==> src/rtl/mqr_pkg.sv <==
// Shared types, field widths, codes and defaults of the multi-queue request ring.
package mqr_pkg;

	localparam int HANDLE_W   = 32;
	localparam int TYPE_W     = 4;
	localparam int QIDX_W     = 3;
	localparam int QUEUES_W   = 4;
	localparam int DEPTH_W    = 7;
	localparam int BUDGET_W   = 6;
	localparam int CFG_IDX_W  = 2;
	localparam int CFG_DATA_W = 7;

	localparam int DEF_MAX_QUEUES = 8;
	localparam int DEF_MAX_DEPTH  = 64;
	localparam int DEF_MAX_BUDGET = 32;

	localparam logic [QUEUES_W-1:0] RST_QUEUES = QUEUES_W'(8);
	localparam logic [DEPTH_W-1:0]  RST_DEPTH  = DEPTH_W'(64);
	localparam logic [BUDGET_W-1:0] RST_BUDGET = BUDGET_W'(32);

	// The steering remainder consumes this many handle bits per cycle.
	localparam int MOD_DIGIT_W = 4;
	localparam int MOD_STEPS   = HANDLE_W / MOD_DIGIT_W;

	localparam logic [CFG_IDX_W-1:0] CFG_QUEUES = CFG_IDX_W'(0);
	localparam logic [CFG_IDX_W-1:0] CFG_DEPTH  = CFG_IDX_W'(1);
	localparam logic [CFG_IDX_W-1:0] CFG_BUDGET = CFG_IDX_W'(2);

	localparam logic FUNC_SUBMIT = 1'b0;
	localparam logic FUNC_DRAIN  = 1'b1;

	typedef enum logic [1:0] {
		OUT_ACCEPTED = 2'd0,
		OUT_FULL     = 2'd1,
		OUT_POPPED   = 2'd2,
		OUT_EMPTY    = 2'd3
	} outcome_t;

	typedef struct packed {
		logic                func;
		logic [HANDLE_W-1:0] request_handle;
		logic [TYPE_W-1:0]   request_type;
	} req_t;

	typedef struct packed {
		outcome_t            outcome;
		logic [QIDX_W-1:0]   queue_index;
		logic [HANDLE_W-1:0] popped_handle;
		logic [TYPE_W-1:0]   popped_type;
		logic                last;
	} rsp_t;

	typedef struct packed {
		logic [TYPE_W-1:0]   slot_type;
		logic [HANDLE_W-1:0] slot_handle;
	} slot_t;

endpackage

==> src/rtl/mqr_mod_unit.sv <==
// Iterative remainder unit: reduces a handle modulo a small queue count, one digit per cycle.
module mqr_mod_unit #(
	parameter int NQW = 4
) (
	input  logic                          clk,
	input  logic                          arst_n,
	input  logic                          load,
	input  logic [mqr_pkg::HANDLE_W-1:0]  dividend,
	input  logic [NQW-1:0]                divisor,
	output logic                          done,
	output logic [NQW-1:0]                remainder
);
	import mqr_pkg::*;

	localparam int CntW = $clog2(MOD_STEPS + 1);

	logic [HANDLE_W-1:0] val_q;
	logic [NQW-1:0]      rem_q;
	logic [NQW-1:0]      rem_next;
	logic [CntW-1:0]     cnt_q;

	// Restoring steps: the partial remainder stays below the divisor, so one
	// compare and subtract per bit keeps it reduced.
	always_comb begin
		logic [NQW:0] acc;
		acc      = '0;
		rem_next = rem_q;
		for (int i = 0; i < MOD_DIGIT_W; i++) begin
			acc = {rem_next, val_q[HANDLE_W-1-i]};
			if (acc >= {1'b0, divisor}) begin
				acc = acc - {1'b0, divisor};
			end
			rem_next = acc[NQW-1:0];
		end
	end

	always_ff @(posedge clk or negedge arst_n) begin
		if (!arst_n) begin
			cnt_q <= '0;
		end else if (load) begin
			cnt_q <= CntW'(MOD_STEPS);
		end else if (cnt_q != '0) begin
			cnt_q <= cnt_q - 1'b1;
		end
	end

	always_ff @(posedge clk) begin
		if (load) begin
			val_q <= dividend;
			rem_q <= '0;
		end else if (cnt_q != '0) begin
			val_q <= val_q << MOD_DIGIT_W;
			rem_q <= rem_next;
		end
	end

	assign done      = (cnt_q == '0);
	assign remainder = rem_q;

endmodule

==> config.mk <==
export PLATFORM = sky130hd
export DESIGN_NAME = mqr_mod_unit
export DESIGN_NICKNAME = d
export VERILOG_FILES = /design/src/rtl/mqr_pkg.sv /design/src/rtl/mqr_mod_unit.sv
export SDC_FILE = /design/constraint.sdc
export NUM_CORES = 1
export LEC_CHECK = 0
export BUFFER_PORTS_ARGS = -buffer_cell sky130_fd_sc_hd__buf_2
export CAP_MARGIN = 5
export CORE_MARGIN = 3
export CORE_UTILIZATION = 56
export DETAILED_ROUTE_END_ITERATION = 12
export HOLD_SLACK_MARGIN = 0.08
export PLACE_DENSITY = 0.8
export SETUP_SLACK_MARGIN = 0.5
export SLEW_MARGIN = 20
export SYNTH_ARGS = -nofsm -noshare
export SYNTH_HDL_FRONTEND = slang
export SYNTH_SLANG_ARGS = --single-unit
==> constraint.sdc <==
create_clock -name clk -period 6.8 [get_ports clk]
set_clock_uncertainty 0.1 [all_clocks]
set_input_delay 0.34 -clock clk [delete_from_list [all_inputs] [get_ports clk]]
set_output_delay 0.34 -clock clk [all_outputs]
set_load 0.03 [all_outputs]
==> impl_metrics.toml <==
[final_layout]
area_growth_pct = 19.4
drive_gt1_share_pct = 40.4
layout.nets = 325
n_antenna_cell = 0
final_util_pct = 72.5
fillers = 287

[setup_path]
cp_slowest_cell = "mux2_2"
required_ns = 6.90
critical_path_class = "reg2reg"
critical-path-max-stage-delay_ns = 0.41
arrival_ns = 6.11
crit_buf_inv = 4
critPathMostFrequentCell = "ha_1"
start_kind = "register"
path_delay_family = "compound AO/OA/AOI/OAI gates"
critPathCaptureType = "register"
r2r_cells = 27
ff2ff_setup_slack_ns = 0.79
crit_fanout = 5
cp_num_cells = 27

[timing]
max_slew.worst_pin.slew_ns = 0.836
slew_headroom_pct = 44.3
slew_viol_final = 0
finalSetupViolations = 0
layout_worst_path_cycle_share_pct = 88.4
max_clock_freq_mhz = 166
timing.setup.tns_ns = 0
rsz0062_at_grt = "no"
hold_viol_final = 0
period_needed_ns = 6.01

[pwr]
p_per_area_mw_per_mm2 = 603
fin_total_pwr_w = 0.00184
p_leak_nw = 1.35
ir_drop_mv = 0.327

[detailed_routing]
drt_wl_total_mm = 4.81
vias = 1747
first_iter_violations = 59
wl_per_cell_um = 15.3
drt-pass1-iter-count = 4
top_layer = "met4"
route.met2.wl_mm = 2.37
met1_length_mm = 2.17
route.detailed.drc = 0
via_per_inst = 5.55
dr_wl_met3_um = 214
drtAntennaViolNets = 0

[global_route]
antenna_found_initial = 0
grt_pass1_wl_mm = 7.87
grt_util_all_layers_pct = 19.1
grt_overflow_total = 0
grt_pass1_vias = 1760
grt_max_degree = 44

[yosys]
ys_seq_area_share_pct = 44.7
yosysUniqueCellTypes = 41
syn_nets = 270
synth_ff_type = "edfxtp_1"
yosys_warnings = 0
syn_area_per_cell_um2 = 12.2
synthTopCellsByArea = "edfxtp_1 (38%), mux2_2 (14%), ha_1 (8.8%)"
synth_top_area_share_pct = 37.7
syn_inst = 209
synth_top_area_cell = "edfxtp_1"
postSynthRegisterBits = 40
synth.cell_area_mm2 = 0.00255
synth_most_common_cell = "edfxtp_1"
synth_common_cells = "edfxtp_1 (32), mux2_2 (31), inv_1 (20)"
synth_enable_flop_cells = 32
async_flop_share_pct = 10.0

[worst_hold_path]
hold_path.class = "in2reg"
min_path_cells = 2

[clock_tree]
htreeDepth = 2
clk_latency_ns = 0.29
clockRootBuffer = "clkbuf_8"
cts_tree = "yes"
clkSinkCount = 40
clk_pin_slew_worst_paths_ns = 0.07
cts_buffers = 5
cts.path.max_buffers = 2

[die]
ioPinCount = 44
fp.dieW_um = 73.5
die_area_mm2 = 0.00540
start_util_pct = 60.7
die_h_um = 73.5
fp-row-count = 23
core_area_mm2 = 0.00420

[placement]
hpwl_mm = 3.45
place_congestion = 0.838
portBuffers = 43

[run]
maxCapViolations = 0

[run_status]
status = "finished, final reports clean"
==> report_power, final <==
group | switching (W) | internal [W]
registers | 0.0000337 | 0.000350
clock network | 0.0000783 | 0.000118
logic | 0.000626 | 0.000631
==> per-stage QoR <==
| step | instance area, µm² | std cells | setup WS [ns] | hold WS [ns] |
|---|---|---|---|---|
| floorplan | 2550 | 209 | 0.819 | -0.0556 |
| global placement | 2820 | 298 | 0.446 | 0.0505 |
| detailed placement | 2820 | 298 | 0.161 | 0.0534 |
| CTS | 2960 | 307 | 0.505 | 0.223 |
| global route | 3040 | 315 | 0.481 | 0.233 |
| finish | 3040 | 315 | 0.786 | 0.236 |
==> final timing paths <==
check | startpoint | end
worst max-delay path | val_q[31]$_DFFE_PP_ | remainder[0]$_SDFFE_PP0N_
max in group asynchronous | arst_n | cnt_q[2]$_DFFE_PN0P_
worst max register to register | val_q[31]$_DFFE_PP_ | remainder[0]$_SDFFE_PP0N_
worst min register to register | cnt_q[3]$_DFFE_PN0P_ | cnt_q[3]$_DFFE_PN0P_
worst min-delay path | dividend[2] | val_q[2]$_SDFFCE_PN0P_
min in group asynchronous | arst_n | cnt_q[0]$_DFFE_PN0P_
==> layout by cell type (no fill, tap or decap), types with 2 or more instances in the layout <==
cell type  instances
a211o_1            3
a211oi_1           4
a21o_1             4
a21oi_1            6
a21oi_2            2
and2_1             5
buf_2             43
buf_4              9
clkbuf_8           6
dfrtp_1            4
dfxtp_1            4
edfxtp_1          32
fa_1               4
ha_1              18
inv_1             19
mux2_2            31
mux2i_1            3
mux2i_2            2
mux2i_4            3
nand2_1            3
nand2b_1           5
nor2_1             8
nor2_2             3
nor2b_1            3
nor3_1             5
nor3b_1            2
o211a_1            2
o21ai_0            4
o21ai_1            2
xnor2_1            5
xor2_1             2
==> registers in the layout (all words and copies together) (netlist names) <==
register,flops
cnt_q,4
val_q,32
remainder,4
==> layout make-up <==
class                   instances  area, µm²  area share (%)
multi-input cells             144       1350            44.4
flip-flops and latches         40       1140            37.5
clock inverters                 2       33.8            1.11
clock buffers                   6       82.6            2.71
well taps                      50       62.6            2.06
inverters                      20       78.8            2.59
repair buffers                 53        293            9.62
==> routing by layer <==
metal,GRT usage (%),up-vias
met3,4.24,6
met2,30.9,41
li1,-,879
met5,0,-
met4,6.04,0
met1,25.5,821
==> cells by family (layout without fill, tap and decap cells) <==
logic type      after synthesis  after routing  share of synthesized area, %
xor+xnor                      7              7                          2.40
flops                        40             40                          44.7
mux                          40             40                          18.3
buf+inv                      25             81                          3.68
simple gates                 38             38                          8.19
compound gates               37             37                          10.7
fa+ha+maj                    22             22                          12.0
==> repair_timing <==
action | CTS | global route
pin swaps | 0 | 1
resized for setup | 2 | 10
endpoints found under the hold margin | 4 | 0
hold buffers | 1 | 0
setup endpoints to repair | 1 | 4
setup buffers | 0 | 8
==> worst register-to-register path, stage by stage (launching register included) <==
cell,delay [ns]
edfxtp_1,0.38
inv_1,0.09
ha_1,0.26
nor2b_1,0.12
o211ai_1,0.14
nand2_1,0.14
mux2_2,0.39
inv_1,0.07
ha_1,0.23
a211oi_2,0.20
o21bai_2,0.13
a31oi_4,0.21
mux2_2,0.41
inv_1,0.07
ha_1,0.23
a211o_1,0.26
a21oi_1,0.17
o21ai_1,0.15
mux2i_4,0.21
buf_4,0.19
mux2i_2,0.28
ha_1,0.31
a21o_1,0.18
a21oi_2,0.16
o211a_1,0.20
mux2i_4,0.11
mux2_1,0.32
a211oi_1,0.23
Note: power is estimated with default switching activity, not from simulation.
